## config.mk

```make
export PLATFORM = sky130hd
export DESIGN_NAME = sacp_ram
export DESIGN_NICKNAME = d
export VERILOG_FILES = /design/src/design/sacp_ram.sv
export SDC_FILE = /design/constraint.sdc
export NUM_CORES = 1
export LEC_CHECK = 0
export BUFFER_PORTS_ARGS = -buffer_cell sky130_fd_sc_hd__clkbuf_2
export CELL_PAD_IN_SITES_DETAIL_PLACEMENT = 0
export CELL_PAD_IN_SITES_GLOBAL_PLACEMENT = 1
export CORE_MARGIN = 1.5
export CORE_UTILIZATION = 55
export DETAILED_ROUTE_END_ITERATION = 7
export PLACE_DENSITY = 0.82
export SLEW_MARGIN = 5
export SYNTH_ARGS = -nofsm -noshare
export SYNTH_HDL_FRONTEND = slang
export SYNTH_SLANG_ARGS = --single-unit
```

## constraint.sdc

```tcl
create_clock -name clk_i -period 6.5 [get_ports clk_i]
set_clock_uncertainty 0.2 [all_clocks]
set_input_delay 1.625 -clock clk_i [delete_from_list [all_inputs] [get_ports clk_i]]
set_output_delay 1.625 -clock clk_i [all_outputs]
set_load 0.01 [all_outputs]
```

## src/design/sacp_ram.sv

```systemverilog
// Generic single-port-write, single-port-read RAM with registered read data.
// No dependencies.
module sacp_ram #(
  parameter int WIDTH = 8,
  parameter int DEPTH = 16
) (
  input  logic                     clk_i,
  input  logic                     we_i,
  input  logic [$clog2(DEPTH)-1:0] waddr_i,
  input  logic [WIDTH-1:0]         wdata_i,
  input  logic [$clog2(DEPTH)-1:0] raddr_i,
  output logic [WIDTH-1:0]         rdata_o
);

  logic [WIDTH-1:0] mem [DEPTH];

  always_ff @(posedge clk_i) begin
    if (we_i) mem[waddr_i] <= wdata_i;
    rdata_o <= mem[raddr_i];
  end

endmodule

```

==> results.toml, run 1 <==
[sta]
post-route-period-util_pct = 49.0
finalSetupViolCount = 0
fin_ws_ps = 3310
tightest_slew_ps = 1120
drv_slew = 0
period_needed_ps = 3190
slew_headroom_pct = 24.8
fmax_mhz = 314
hold_violations = 0
rsz0062_at_grt = "false"
setup_tns_ps = 0

[clock_network]
clkTransAtPathRegs_ps = 60
cts-buffers-inserted = 17
ctsHtreeMaxLevel = 4
numClockSinks = 136
cts-hold-fix-buffers = 0
cts_setup_buffers = 0
postCtsResizedCells = 0
root_buffer = "clkbuf_8"
clockBufferDepth = 2
cts_tree = "yes"
insertion_delay_ps = 520

[route]
wirelength_mm = 9.65
ant_nets = 0
vias_per_cell = 6.16
drt-pass1-iter-count = 6
drc = 0
wl_per_cell_um = 24.8
via_count = 2398
drt_iter0_markers = 226

[power_and_ir_drop]
leakagePower_nw = 2.01
p_per_area_nw_per_um2 = 347
power_w = 0.00208
peakVddDrop_mv = 0.180

[die]
die-area_sq_um = 9950
initial_utilization_pct = 56.2
fp.dieH_um = 99.7
dieWidth_um = 99.7
core_sq_um = 9150
rows = 35
ios = 26

[cells_and_area]
syn_to_final_growth_pct = 16.1
layout-drive-gt1-share_pct = 28.1
layout.nets = 283
layout.cells.non_filler = 389
n_fill_cell = 582
antennaDiodeCount = 0

[global_route]
grt-ovfl-total = 0
grt_use_met2_pct = 32.2
grt_pass1_vias = 2483
grt_max_degree = 33
grtUsageMet1_pct = 29.4
grt_pass1_wl_mm = 14.6
antenna_found_initial = 0
grt_usage_pct = 21.4
grt.busiest_layer = "met2"
grt_use_met3_pct = 6.04

[critical_path]
timing.rr.end = "rdata_o[2]$_DFF_P_"
cp-end-kind = "flop"
startpoint = "waddr_i[2]"
worstRegToRegCells = 3
cp-endpoint = "mem[0][6]$_DFFE_PP_"
worstSetupStartpointType = "input pin"
r2r_setup_slack_ps = 4940
worstPathMaxFanout = 8
crit_arrival_ps = 3120
worstReg2RegStart = "mem[0][2]$_DFFE_PP_"
worst_ep_required_time_ps = 6430
crit_type = "in -> reg"

[logic_synthesis]
async_flop_share_pct = 0
syn_nets = 247
ys_ff_latch = 136
yosysWarningCount = 0
yosys.cell_count.top_type = "edfxtp_1"
ys.flop_type = "edfxtp_1"
synth.area.top_cells = "edfxtp_1 75%, mux4_2 7.9%, mux4_1 7.1%"
postSynthAreaPerCell_sq_um = 22.5
syn-cell-area_sq_um = 5150
synth_top_cell_by_area = "edfxtp_1"
synth_top_area_share_pct = 74.7
ys_types = 19
synth_common_cells = "128 x edfxtp_1, 18 x mux4_2, 16 x a22oi_1, 14 x mux4_1, 13 x nor2_1"
synth_edf_count = 128
yosysSeqAreaShare_pct = 77.8
synthCells = 229

[placed_design]
dp.cells = 357
dpl_worst_slack_ps = 2780
portBuffers = 25
dp_hpwl_mm = 5.59
gp_congestion = 0.728

[status]
status = "finished clean"

[worst_hold_path]
hp-class = "reg -> reg"

[run]
max_cap_viol_count = 0
==> cell usage in the layout (no fill, tap or decap), types with 2 or more instances in the layout <==
cell          n
bufinv_16     4
edfxtp_1    128
clkbuf_8      4
nand3b_1      2
nand2_1       9
mux4_1       14
nor3_2        2
nor2_1       13
clkbuf_2     25
a22oi_1      16
nor3_1        2
nand2b_1      2
buf_4         2
mux4_2       18
clkbuf_16    16
clkinv_4      2
clkinvlp_4    3
dfxtp_1       8
clkinv_1      2
==> state kept, by name, summed over array words and instances, names as in the netlist <==
signal / cells
rdata_o: 8
mem: 128
==> report_power, final <==
part	internal, W	switching, W	total (W)
Combinational	0.0000353	0.0000524	0.0000877
Sequential	0.000981	0.00000484	0.000986
Clock	0.000651	0.000351	0.00100
==> through the flow <==
stage               hold slack, ps  cell area (sq um)  utilization [%]
floorplan                      429               5150                -
global placement               449               5350             58.5
detailed placement             458               5350             58.5
CTS                            471               5980             65.3
global route                   506               5980             65.3
finish                         467               5980             65.3
==> metal layers <==
layer,vias to the layer above,part of all wire [%],wire (um)
li1,1047,-,-
met1,1223,41,3980
met2,117,49,4730
met3,11,8.1,778
met4,0,1.7,165
met5,-,0,0
==> layout make-up <==
| type | count | area, sq um | share of cell area (%) |
|---|---|---|---|
| clock buffer | 20 | 455 | 7.62 |
| clock inverter | 12 | 173 | 2.89 |
| multi-input combinational | 83 | 1070 | 17.9 |
| sequential | 136 | 4000 | 67.0 |
| tap | 111 | 139 | 2.32 |
| timing repair buffer | 27 | 140 | 2.34 |
==> how the worst min path moves through the flow <==
stage / startpoint / end / slack (ps) / depth (start not counted)
2_1_floorplan: mem[7][0]$_DFFE_PP_ / rdata_o[0]$_DFF_P_ / 430 / 3
3_3_place_gp: mem[14][0]$_DFFE_PP_ / rdata_o[0]$_DFF_P_ / 450 / 3
3_5_place_dp: mem[12][7]$_DFFE_PP_ / rdata_o[7]$_DFF_P_ / 460 / 3
4_1_cts: mem[14][1]$_DFFE_PP_ / rdata_o[1]$_DFF_P_ / 470 / 3
5_1_grt: mem[13][7]$_DFFE_PP_ / rdata_o[7]$_DFF_P_ / 510 / 3
6_report: mem[14][6]$_DFFE_PP_ / rdata_o[6]$_DFF_P_ / 470 / 3
==> critical path: stages <==
cell      delay (ps)
clkbuf_2         100
or3b_2           520
nor3_1           870
==> cell families (layout without fill, tap and decap cells) <==
group,after synthesis,count (layout),share of synthesized area [%]
compound gates,16,16,2.33
simple gates,35,35,3.18
mux,32,32,15.0
buf+inv,10,59,1.68
flops,136,136,77.8
(Power assumes the default switching activity.)
==> run 2, diff against run 1 <==
ABC_AREA = 1   (was default)
CORE_UTILIZATION = 44   (was 55)
PLACE_DENSITY = 0.77   (was 0.82)
clock period = 2.8 ns   (was 6.5 ns; I/O delays follow)
==> run 2 against run 1 <==
  * Sequential cell count is the same
  * Combinational power grew to 3.2 times the previous value
  * Die area grew 39%
  * Synthesized cell count grew 140%
  * Utilization decreased by 13 points
  * Critical path depth increased by 1
  * Final cell count rose by 98%
  * Synthesized area rose by 12%
  * Via count is 58% higher
  * Total power rose by 120%
  * Worst setup slack worse by 2400 ps
==> results.toml, run 2 <==
[worst_hold_path]
hold_path_depth = 6
min-delay-start = "mem[3][1]$_DFFE_PP_"
hp-class = "reg -> reg"
whs_endpoint = "rdata_o[1]$_DFF_P_"

[clock_network]
cts-hold-fix-buffers = 0
clockBufferDepth = 2
clkTransAtPathRegs_ps = 50
insertion_delay_ps = 420
postCtsResizedCells = 0
root_buffer = "clkbuf_16"
numClockSinks = 136
cts_tree = "yes"
cts_setup_buffers = 0
ctsHtreeMaxLevel = 4
cts-buffers-inserted = 17

[cells_and_area]
final_util_pct = 51.8
reg_top3 = "mem x128, rdata_o x8"
final_common_cell = "nand2_1"
layout.nets = 603
layout-drive-gt1-share_pct = 11.0
largest_register_ffs = 128
layout_common_cells = "173 x nand2_1, 128 x edfxtp_1, 100 x inv_1, 97 x nand3_1, 25 x clkbuf_2"
regMostFlops = "mem"
antennaDiodeCount = 0
n_fill_cell = 1163
syn_to_final_growth_pct = 14.3
final_cell_area_sq_um = 6590

[logic_synthesis]
yosysSeqAreaShare_pct = 69.4
yosys.cell_count.top_type = "nand2_1"
synth_compound_area_share_pct = 0
yosysWarningCount = 0
synth.area.top_cells = "edfxtp_1 67%, nand2_1 11%, nand3_1 8.4%"
ys_ff_latch = 136
synthAdderAreaFrac_pct = 0
synth_top_family_by_area = "simple AND/OR/NAND/NOR gates"
synth_xor_area_share_pct = 0
synth_top_area_share_pct = 66.7
synthMuxAreaShare_pct = 0
async_flop_share_pct = 0
synth_top_cell_by_area = "edfxtp_1"
synthSimpleGateAreaFrac_pct = 21.0
postSynthAreaPerCell_sq_um = 10.5
synthCells = 551
ys.flop_type = "edfxtp_1"
syn-cell-area_sq_um = 5770
synth_common_cells = "173 x nand2_1, 128 x edfxtp_1, 100 x inv_1, 97 x nand3_1, 17 x nor2_1"
syn_nets = 569
synth_edf_count = 128
ys_types = 12

[power_and_ir_drop]
peakVddDrop_mv = 0.565
power_w = 0.00458
p_int_w = 0.00360
p_sw_share_pct = 21.4
leakagePower_nw = 2.86
p_per_area_nw_per_um2 = 694
p_sw_w = 0.000978
pwr-share-seq_pct = 50.1
p_comb_share_pct = 6.1
clkPwrFrac_pct = 43.8

[sta]
period_needed_ps = 1870
setup_tns_ps = 0
finalSetupViolCount = 0
fin_ws_ps = 929
slew_headroom_pct = 44.2
fmax_mhz = 534
rsz0062_at_grt = "false"
drv_slew = 0
post-route-period-util_pct = 66.8
tightest_slew_ps = 833
hold_violations = 0

[route]
drt_iter0_markers = 313
wirelength_mm = 13.3
via_count = 3787
ant_nets = 0
wl_per_cell_um = 17.3
met3_length_um = 737
vias_per_cell = 4.92
drt-pass1-iter-count = 5
drc = 0
wl_met1_mm = 5.95
met2WireLength_mm = 6.30
highest_layer = "met4"

[placed_design]
dpl_worst_slack_ps = 513
gp_congestion = 0.831
portBuffers = 25
dp_hpwl_mm = 8.26
post_dp_cell_area_sq_um = 6060

[die]
core_sq_um = 12700
fp.dieH_um = 117
dieWidth_um = 117
rows = 41
die-area_sq_um = 13800
initial_utilization_pct = 45.3
ios = 26

[critical_path]
worstSetupStartpointType = "input pin"
worst_ep_required_time_ps = 2650
cp-end-kind = "flop"
timing.rr.end = "rdata_o[3]$_DFF_P_"
crit_arrival_ps = 1720
r2r_setup_slack_ps = 1550
worstRegToRegCells = 6
worstReg2RegStart = "mem[1][3]$_DFFE_PP_"
crit_type = "in -> reg"
slowest_stage = "nor2_1"
slowest_delay_ps = 690
worstPathMaxFanout = 8
path_cells = "clkbuf_2 > inv_1 > nand2_1 > nor2_1"

[status]
status = "finished clean"

[run]
max_cap_viol_count = 0

[global_route]
grt_usage_pct = 20.7
grt_pass1_vias = 3686
grt-ovfl-total = 0
antenna_found_initial = 0
grt_max_degree = 46
grt_pass1_wl_mm = 20.6
## run 2: critical path, delay by kind of cell
kind | cells | cell delay (ps)
buffers and inverters | 2 | 170
AND/OR/NAND/NOR | 2 | 840
## run 2: kinds of logic after synthesis
| group | Yosys count |
|---|---|
| simple gates | 289 |
| flops | 136 |
| buf+inv | 126 |
## run 2: per-stage QoR
stage / hold slack [ps] / instances
2_1_floorplan: 407 / 551
3_3_place_gp: 468 / 738
3_5_place_dp: 472 / 738
4_1_cts: 473 / 770
5_1_grt: 497 / 770
6_report: 471 / 770
## run 2: worst max-delay path by stage
| stage | start | endpoint | cells past startpoint |
|---|---|---|---|
| floorplan | waddr_i[2] | mem[10][0]$_DFFE_PP_ | 2 |
| global route | waddr_i[1] | mem[1][6]$_DFFE_PP_ | 4 |
| finish | waddr_i[1] | mem[1][6]$_DFFE_PP_ | 4 |
| global placement | waddr_i[3] | mem[4][2]$_DFFE_PP_ | 3 |
| CTS | rdata_o[7]$_DFF_P_ | rdata_o[7] | 1 |
| detailed placement | waddr_i[1] | mem[1][5]$_DFFE_PP_ | 4 |
## run 2: layout make-up
class	count	area [sq um]	share of cell area, %
clock inverter	3	15.0	0.228
clock buffer	29	520	7.89
multi-input combinational	289	1210	18.4
tap	172	215	3.26
sequential	136	4000	60.7
inverter	102	383	5.81
timing repair buffer	39	243	3.68
## run 2: power groups by stage
stage | registers [W] | logic (W) | clock network (W)
final | 0.00229 | 0.000279 | 0.00201
after global routing | 0.00230 | 0.000312 | 0.00211
after CTS | 0.00229 | 0.000283 | 0.00204
after detailed placement | 0.00234 | 0.000282 | 0
after global placement | 0.00233 | 0.000278 | 0
after floorplan | 0.00234 | 0.000161 | 0
## run 2: routing by layer
metal | up-vias | track usage [%]
met5 | - | 0
met3 | 27 | 5.43
met1 | 1808 | 27.8
li1 | 1843 | -
met4 | 0 | 10.8
met2 | 109 | 31.0
